### config.mk
export PLATFORM = sky130hd
export DESIGN_NAME = matched_filter_peak_select
export DESIGN_NICKNAME = d
export VERILOG_FILES = /design/src/mfps_pkg.sv /design/src/mfps_mul.sv /design/src/mfps_cfg.sv /design/src/matched_filter_peak_select.sv
export SDC_FILE = /design/constraint.sdc
export NUM_CORES = 2
export LEC_CHECK = 0
export ABC_CLOCK_PERIOD_IN_PS = 23600
export BUFFER_PORTS_ARGS = -buffer_cell sky130_fd_sc_hd__buf_2
export CORE_ASPECT_RATIO = 1.75
export CORE_UTILIZATION = 50
export DETAILED_ROUTE_END_ITERATION = 10
export GPL_ROUTABILITY_DRIVEN = 0
export HOLD_SLACK_MARGIN = 0.1
export MAX_ROUTING_LAYER = met4
export PLACE_DENSITY = 0.68
export REMOVE_ABC_BUFFERS = 1
export SLEW_MARGIN = 15
export SYNTH_ARGS = -nofsm -noshare
export SYNTH_HDL_FRONTEND = slang
export SYNTH_SLANG_ARGS = --single-unit
### constraint.sdc
create_clock -name i_clk -period 23.6 [get_ports i_clk]
set_clock_uncertainty 0.2 [all_clocks]
set_input_delay 4.72 -clock i_clk [delete_from_list [all_inputs] [get_ports i_clk]]
set_output_delay 4.72 -clock i_clk [all_outputs]
set_load 0.005 [all_outputs]
### src/mfps_pkg.sv
// Shared types and constants of the matched-filter peak selector.
// No dependencies; imported by every module of the block.
package mfps_pkg;

    // Sizes of the datapath
    localparam int MAX_COMPONENTS = 8;
    localparam int MAX_RUNGS      = 1024;
    localparam int SAMPLE_BITS    = 12;

    localparam int CCNT_W  = 4;     // component_count register
    localparam int RCNT_W  = 11;    // rung_count register
    localparam int CPOS_W  = 3;     // component position
    localparam int IDX_W   = 10;    // rung index
    localparam int ACC_W   = 27;    // signed rung accumulator
    localparam int SCORE_W = 51;    // energy
    localparam int MUL_W   = 27;    // shared multiplier operands
    localparam int PROD_W  = 2 * MUL_W;

    localparam int IN_W  = 24;      // sample, template_value
    localparam int OUT_W = 128;     // rung_index, rung_score, best_index, best_score

    // APB register map
    localparam int ADDR_W = 4;
    localparam int DATA_W = 32;
    localparam logic [1:0] REG_USE_TEMPLATE    = 2'd0;
    localparam logic [1:0] REG_COMPONENT_COUNT = 2'd1;
    localparam logic [1:0] REG_RUNG_COUNT      = 2'd2;

    // Effective configuration handed to the sequencer
    typedef struct packed {
        logic              use_template;
        logic [CCNT_W-1:0] ncomp;   // 1..MAX_COMPONENTS
        logic [RCNT_W-1:0] nrung;   // 1..MAX_RUNGS
    } t_cfg;

endpackage

### src/mfps_mul.sv
// Shared signed multiplier of the peak selector: component products and the
// final correlation square both go through it. Uses mfps_pkg.
module mfps_mul
    import mfps_pkg::*;
(
    input  logic signed [MUL_W-1:0]  i_a,
    input  logic signed [MUL_W-1:0]  i_b,
    output logic signed [PROD_W-1:0] o_p
);

    // One full signed product, registered by the caller
    assign o_p = i_a * i_b;

endmodule

### src/mfps_cfg.sv
// APB register file of the peak selector; clamps the counts to their legal range.
// Uses mfps_pkg.
module mfps_cfg
    import mfps_pkg::*;
(
    input  logic              i_clk,
    input  logic              i_rst_n,
    input  logic              psel,
    input  logic              penable,
    input  logic              pwrite,
    input  logic [ADDR_W-1:0] paddr,
    input  logic [DATA_W-1:0] pwdata,
    output logic [DATA_W-1:0] prdata,
    output logic              pready,
    output t_cfg              o_cfg
);

    logic              r_use_template;
    logic [CCNT_W-1:0] r_ccount;
    logic [RCNT_W-1:0] r_rcount;
    logic              w_wr;
    logic [1:0]        w_reg;

    assign pready = 1'b1;
    assign w_wr   = psel & penable & pwrite;
    assign w_reg  = paddr[3:2];

    // Register writes
    always_ff @(posedge i_clk) begin
        if (!i_rst_n) begin
            r_use_template <= 1'b0;
            r_ccount       <= CCNT_W'(1);
            r_rcount       <= RCNT_W'(1);
        end else if (w_wr) begin
            unique case (w_reg)
                REG_USE_TEMPLATE:    r_use_template <= pwdata[0];
                REG_COMPONENT_COUNT: r_ccount       <= pwdata[CCNT_W-1:0];
                REG_RUNG_COUNT:      r_rcount       <= pwdata[RCNT_W-1:0];
                default: ;
            endcase
        end
    end

    // Read back
    always_comb begin
        unique case (w_reg)
            REG_USE_TEMPLATE:    prdata = {{(DATA_W-1){1'b0}}, r_use_template};
            REG_COMPONENT_COUNT: prdata = {{(DATA_W-CCNT_W){1'b0}}, r_ccount};
            REG_RUNG_COUNT:      prdata = {{(DATA_W-RCNT_W){1'b0}}, r_rcount};
            default:             prdata = '0;
        endcase
    end

    // Zero acts as one, oversized counts saturate
    always_comb begin
        o_cfg.use_template = r_use_template;
        if (r_ccount == '0)
            o_cfg.ncomp = CCNT_W'(1);
        else if (r_ccount > CCNT_W'(MAX_COMPONENTS))
            o_cfg.ncomp = CCNT_W'(MAX_COMPONENTS);
        else
            o_cfg.ncomp = r_ccount;
        if (r_rcount == '0)
            o_cfg.nrung = RCNT_W'(1);
        else if (r_rcount > RCNT_W'(MAX_RUNGS))
            o_cfg.nrung = RCNT_W'(MAX_RUNGS);
        else
            o_cfg.nrung = r_rcount;
    end

endmodule

### src/matched_filter_peak_select.sv
// Matched-filter peak selector. Each input item is one rung component; every component is
// first accepted and then gets one multiply-accumulate on the shared 27x27 multiplier. After
// the last component of a rung the block compares and loads the result; in template mode the
// same multiplier first squares the correlation. The result waits in an output register; the
// block stalls only if a new result is ready while the previous one has not been taken.
module matched_filter_peak_select
    import mfps_pkg::*;
(
    input  logic              i_clk,
    input  logic              i_rst_n,
    // input stream
    input  logic              s_axis_tvalid,
    output logic              s_axis_tready,
    input  logic [IN_W-1:0]   s_axis_tdata,   // [11:0] sample, [23:12] template_value
    // result stream
    output logic              m_axis_tvalid,
    input  logic              m_axis_tready,
    output logic [OUT_W-1:0]  m_axis_tdata,   // [9:0] rung_index, [60:10] rung_score,
                                              // [70:61] best_index, [121:71] best_score
    output logic              m_axis_tlast,   // last
    // configuration
    input  logic              psel,
    input  logic              penable,
    input  logic              pwrite,
    input  logic [ADDR_W-1:0] paddr,
    input  logic [DATA_W-1:0] pwdata,
    output logic [DATA_W-1:0] prdata,
    output logic              pready
);

    localparam logic [1:0] ST_IDLE = 2'd0;
    localparam logic [1:0] ST_MAC  = 2'd1;
    localparam logic [1:0] ST_SQR  = 2'd2;
    localparam logic [1:0] ST_DONE = 2'd3;

    t_cfg w_cfg;

    logic [1:0]                r_state;
    logic signed [MUL_W-1:0]   r_a;
    logic signed [MUL_W-1:0]   r_b;
    logic signed [PROD_W-1:0]  w_prod;
    logic signed [ACC_W-1:0]   r_acc;
    logic signed [ACC_W-1:0]   n_acc;
    logic [CPOS_W-1:0]         r_cpos;
    logic [IDX_W-1:0]          r_rpos;
    logic [IDX_W-1:0]          r_best_idx;
    logic [SCORE_W-1:0]        r_best_score;
    logic [SCORE_W-1:0]        r_energy;
    logic                      r_out_valid;
    logic [OUT_W-1:0]          r_out_data;
    logic                      r_out_last;

    logic signed [SAMPLE_BITS-1:0] w_s;
    logic signed [SAMPLE_BITS-1:0] w_t;
    logic                          w_accept;
    logic                          w_rung_end;
    logic                          w_ladder_end;
    logic                          w_take_best;
    logic                          w_out_free;
    logic [IDX_W-1:0]              w_best_idx;
    logic [SCORE_W-1:0]            w_best_score;

    mfps_cfg u_cfg (
        .i_clk   (i_clk),
        .i_rst_n (i_rst_n),
        .psel    (psel),
        .penable (penable),
        .pwrite  (pwrite),
        .paddr   (paddr),
        .pwdata  (pwdata),
        .prdata  (prdata),
        .pready  (pready),
        .o_cfg   (w_cfg)
    );

    mfps_mul u_mul (
        .i_a (r_a),
        .i_b (r_b),
        .o_p (w_prod)
    );

    assign w_s      = s_axis_tdata[SAMPLE_BITS-1:0];
    assign w_t      = s_axis_tdata[2*SAMPLE_BITS-1:SAMPLE_BITS];
    assign s_axis_tready = (r_state == ST_IDLE);
    assign w_accept = s_axis_tvalid & s_axis_tready;

    // Component product folded into the rung sum
    assign n_acc      = r_acc + w_prod[ACC_W-1:0];
    assign w_rung_end = !(({1'b0, r_cpos} + CCNT_W'(1)) < w_cfg.ncomp);
    assign w_ladder_end = (({1'b0, r_rpos} + RCNT_W'(1)) >= w_cfg.nrung);

    // Running argmax, strict compare so the lowest index keeps a tie
    assign w_take_best  = (r_rpos == '0) || (r_energy > r_best_score);
    assign w_best_idx   = w_take_best ? r_rpos   : r_best_idx;
    assign w_best_score = w_take_best ? r_energy : r_best_score;
    assign w_out_free   = !r_out_valid || m_axis_tready;

    // Sequencer and datapath
    always_ff @(posedge i_clk) begin
        if (!i_rst_n) begin
            r_state      <= ST_IDLE;
            r_acc        <= '0;
            r_cpos       <= '0;
            r_rpos       <= '0;
            r_best_idx   <= '0;
            r_best_score <= '0;
        end else begin
            unique case (r_state)
                ST_IDLE: begin
                    if (w_accept) begin
                        r_a     <= MUL_W'(w_s);
                        r_b     <= w_cfg.use_template ? MUL_W'(w_t) : MUL_W'(w_s);
                        r_state <= ST_MAC;
                    end
                end
                ST_MAC: begin
                    if (!w_rung_end) begin
                        r_acc   <= n_acc;
                        r_cpos  <= r_cpos + CPOS_W'(1);
                        r_state <= ST_IDLE;
                    end else if (w_cfg.use_template) begin
                        r_a     <= MUL_W'(n_acc);
                        r_b     <= MUL_W'(n_acc);
                        r_state <= ST_SQR;
                    end else begin
                        // sign-extended: a mode switch mid-rung can leave the sum negative
                        r_energy <= {{(SCORE_W-ACC_W){n_acc[ACC_W-1]}}, n_acc};
                        r_state  <= ST_DONE;
                    end
                end
                ST_SQR: begin
                    r_energy <= w_prod[SCORE_W-1:0];
                    r_state  <= ST_DONE;
                end
                ST_DONE: begin
                    if (w_out_free) begin
                        r_acc   <= '0;
                        r_cpos  <= '0;
                        r_state <= ST_IDLE;
                        if (w_ladder_end) begin
                            r_rpos       <= '0;
                            r_best_idx   <= '0;
                            r_best_score <= '0;
                        end else begin
                            r_rpos       <= r_rpos + IDX_W'(1);
                            r_best_idx   <= w_best_idx;
                            r_best_score <= w_best_score;
                        end
                    end
                end
                default: r_state <= ST_IDLE;
            endcase
        end
    end

    // Output register
    always_ff @(posedge i_clk) begin
        if (!i_rst_n) begin
            r_out_valid <= 1'b0;
        end else if (r_state == ST_DONE && w_out_free) begin
            r_out_valid <= 1'b1;
        end else if (m_axis_tready) begin
            r_out_valid <= 1'b0;
        end
    end

    always_ff @(posedge i_clk) begin
        if (r_state == ST_DONE && w_out_free) begin
            r_out_data <= {{(OUT_W-2*IDX_W-2*SCORE_W){1'b0}},
                           w_best_score, w_best_idx, r_energy, r_rpos};
            r_out_last <= w_ladder_end;
        end
    end

    assign m_axis_tvalid = r_out_valid;
    assign m_axis_tdata  = r_out_data;
    assign m_axis_tlast  = r_out_last;

endmodule
==> results summary <==
The maximum number of pins on one net before global-route repair is 69. The hold buffer count at cts is 0. The deepest clock path buffer count is 3. By startpoint and endpoint, the worst setup path is classified as input pin to output pin. The library cells used most frequently in the layout, excluding fill and tap cells, are inv_1, fa_1, nand2_1. The critical path depth in cells came out at 5. The startpoint identified for the worst register-to-register timing path is r_b[2]$_DFFE_PP_. The synthesized area divided by synthesized cell count came out at 10.0 um2. The largest driver fanout on the critical path came out at 12.

The max-slew violation count is 0. The required time at the endpoint of the critical path came out at 18.68 ns. The core region is 82,100 um2. The data arrival at the endpoint of the critical path came out at 5.85 ns. Synthesis inferred 348 register bits.

The kind of cell with the highest combined delay along the critical path is simple AND/OR/NAND/NOR gates. The clock sink count is 348. The number of clock buffers added by TritonCTS is 31. The worst hold path belongs to the class flip-flop to flip-flop. The first-pass iteration count of the detailed router came out at 11. The count of endpoints failing hold in the final timing report is 0. The fraction of the core area covered by cells at the end of the flow came out at 53.8%. The remaining design rule violation count came out at 114. The first routing iteration left 1,760 violations. The depth of the worst register-to-register path is 28. The via count of the first global-routing pass came to 31,106. After routing, the total negative slack on setup checks comes to 0 ns.

The actual transition at the worst max-transition pin came out at 1.10 ns. The critical path starts at paddr[3]. The relative slew slack is 26.5%.

The clock-pin slew on the worst setup and hold paths came out at 0.06 ns. For the worst-skew pair, the clock arrives at the later sink with an insertion delay of 0.60 ns. The boundary pin count is 231. The worst path meets setup with 12.83 ns of slack.

The number of enable-type register cells in the synthesized netlist came out at 228. The top cell type's share of synthesized area came out at 35.4%. The aggregate global routing overflow is 0. The worst setup path is launched from an input pin. The worst register-to-register path ends at r_energy[28]$_DFFE_PP_.

The checks that failed: DRC. For this configuration, the core starts out at a cell density of 50.4%. The routed via count came out at 29,315. Counting stages on the worst path, the most repeated cell is buf_2. After the last flow step, the layout net total stands at 5,247. The die is 383 um tall. After detailed routing, the average wire length per cell comes to 20.3 um. The slowest stage of the critical path is the nor2b_1 cell. The share of the yosys chip area belonging to registers came out at 22.3%. The period utilization came out at 45.6%. The cell type with the highest aggregate area in the netlist is fa_1. On the final layout, the worst hold slack is 0.281 ns.

The worst-case register-to-register setup slack is 13.86 ns. The die span in x came out at 220 um. The synthesized instance count is 4,133.

The global router's overall resource usage is 27.1%. The count of nets left with antenna violations after detail routing came out at 0. Post-CTS repair changed the size of 0 cells. In this run the post-CTS setup repair buffer count came out at 0.

The maximum single-stage delay on the critical path is 0.58 ns. Counting flops with an async set or reset pin after synthesis yields a share of 0%. The max-cap violation count is 0.

Counting distinct cell types in the post-synthesis netlist gives 83. The floorplan die area is 84,000 um2. The clock period minus worst slack is 10.77 ns. The TritonCTS clock tree is yes.

The critical path capture point type is an output pin. Setup violations remaining at the end of the flow were counted as 0. The area added between synthesis and finish came out at 6.74%. Buffers placed on the I/O ports in this run total 179.

The flow ran to the end, but the final reports show violations. For this run, the number of Yosys warnings is 0. The netlist area before placement came out at 41,400 um2.

The wire-length estimate of the detail-placed layout is 83,700 um. OpenSTA, run right after detailed placement, puts the worst setup slack at 12.82 ns. The achievable frequency came out at 92.8 MHz. Following the worst setup path forward leads to its endpoint at prdata[0]. Traced cell by cell, the critical path runs through buf_2, nor2b_1, nand2_1, o21ai_0, buf_2. For this block, the routed nets add up to 107,000 um of wire. The initial antenna violation count came to 0. The detail-routed via count per cell came out at 5.55. After synthesis, the cell types taking the most area are fa_1, edfxtp_1, ha_1, inv_1, dfxtp_1.

Among all flip-flop cells after synthesis, the most frequent one is edfxtp_1. The number of rows created at floorplan came out at 139. Setup repair after global routing left no endpoint under its margin. The first global-routing pass estimated 169,000 um of wire. Leaving out fill and tap cells, the most frequent cell in the layout is inv_1.

The fraction of final layout cells with drive strength greater than 1 is 9.52%. The number of buffer and inverter instances along the worst setup path came out at 2. The tree is rooted in a clkbuf_16. The count of H-tree levels built during CTS came out at 1.
[layer usage]
metal | up-vias | routed length [um] | GRT usage (%)
met4 | 0 | 7540 | 16.3
met1 | 15092 | 37500 | 29.0
met2 | 971 | 57900 | 48.3
met3 | 338 | 4370 | 2.08
met5 | - | 0 | -
li1 | 12914 | - | -
[kinds of logic after synthesis]
family	count (synthesis)	share of synthesized area, %
AO/OA/AOI/OAI	470	7.66
XOR/XNOR	96	2.03
buffers and inverters	1015	9.66
AND/OR/NAND/NOR	1150	13.4
multiplexers	71	1.92
flip-flops	348	22.3
other	2	0.0181
adder cells (fa/ha/maj)	981	42.9
[layout make-up]
cell class / instances / area, um2
Fill cell: 7244 / 37900
Multi-Input combinational cell: 2796 / 28300
Sequential cell: 348 / 9250
Inverter: 771 / 2900
Timing Repair Buffer: 251 / 1440
Tap cell: 1057 / 1320
Clock buffer: 37 / 828
Clock inverter: 21 / 165
Antenna cell: 2 / 5.00
[per-stage QoR]
step	area, um2	std cells
floorplan	40400	3915
global placement	43200	5223
detailed placement	43200	5223
CTS	44200	5281
global route	44200	5281
finish	44200	5283
[registers in the layout (all words and copies together) (netlist names), named ones only]
name,flops
r_a,27
r_b,27
u_cfg.r_ccount,4
u_cfg.r_rcount,11
r_best_idx,10
r_acc,27
m_axis_tvalid,1
r_best_score,51
m_axis_tdata,122
m_axis_tlast,1
u_cfg.r_use_template,1
r_state,1
r_energy,51
r_rpos,10
r_cpos,3
[synth_stat cells, drive strengths merged, types with 5 or more instances]
master and count:
a22o 73, and3 9, a21o 53, fa 733
or2 8, nor4 5, mux2i 15, buf 58
a31oi 28, o21bai 12, nand2 565, nand2b 33
nand4 30, xnor2 68, xor2 28, inv 770
and2 320, mux2 56, nand3 35, nor2b 28
nor2 86, o211ai 9, o21a 16, ha 248
o21ai 123, a21oi 103, edfxtp 228, dfxtp 120
a211oi 12, nor3 13, clkbuf 186
[worst register-to-register path, delay by kind of cell (launching register included)]
kind | cells | cell delay [ns]
AOI/OAI and AO/OA | 7 | 1.84
xor gates and xnor gates | 2 | 0.63
adders and majority gates | 9 | 4.06
buffers and inverters | 4 | 0.23
DFF | 1 | 1.07
and+or+nand+nor | 6 | 1.43
[worst min path at each step]
stage,depth (start not counted),startpoint,end
2_1_floorplan,1,r_best_idx[8]$_SDFFE_PN0P_,r_best_idx[8]$_SDFFE_PN0P_
3_3_place_gp,1,r_best_idx[8]$_SDFFE_PN0P_,r_best_idx[8]$_SDFFE_PN0P_
3_5_place_dp,1,r_best_idx[3]$_SDFFE_PN0P_,r_best_idx[3]$_SDFFE_PN0P_
4_1_cts,1,r_best_idx[3]$_SDFFE_PN0P_,r_best_idx[3]$_SDFFE_PN0P_
5_1_grt,1,r_best_idx[6]$_SDFFE_PN0P_,r_best_idx[6]$_SDFFE_PN0P_
6_report,2,r_acc[0]$_SDFFE_PN0P_,r_acc[0]$_SDFFE_PN0P_
Power is left out: the tool's default activity adds up to more than one toggle a clock period on the data nets, which glitch-free logic cannot reach.
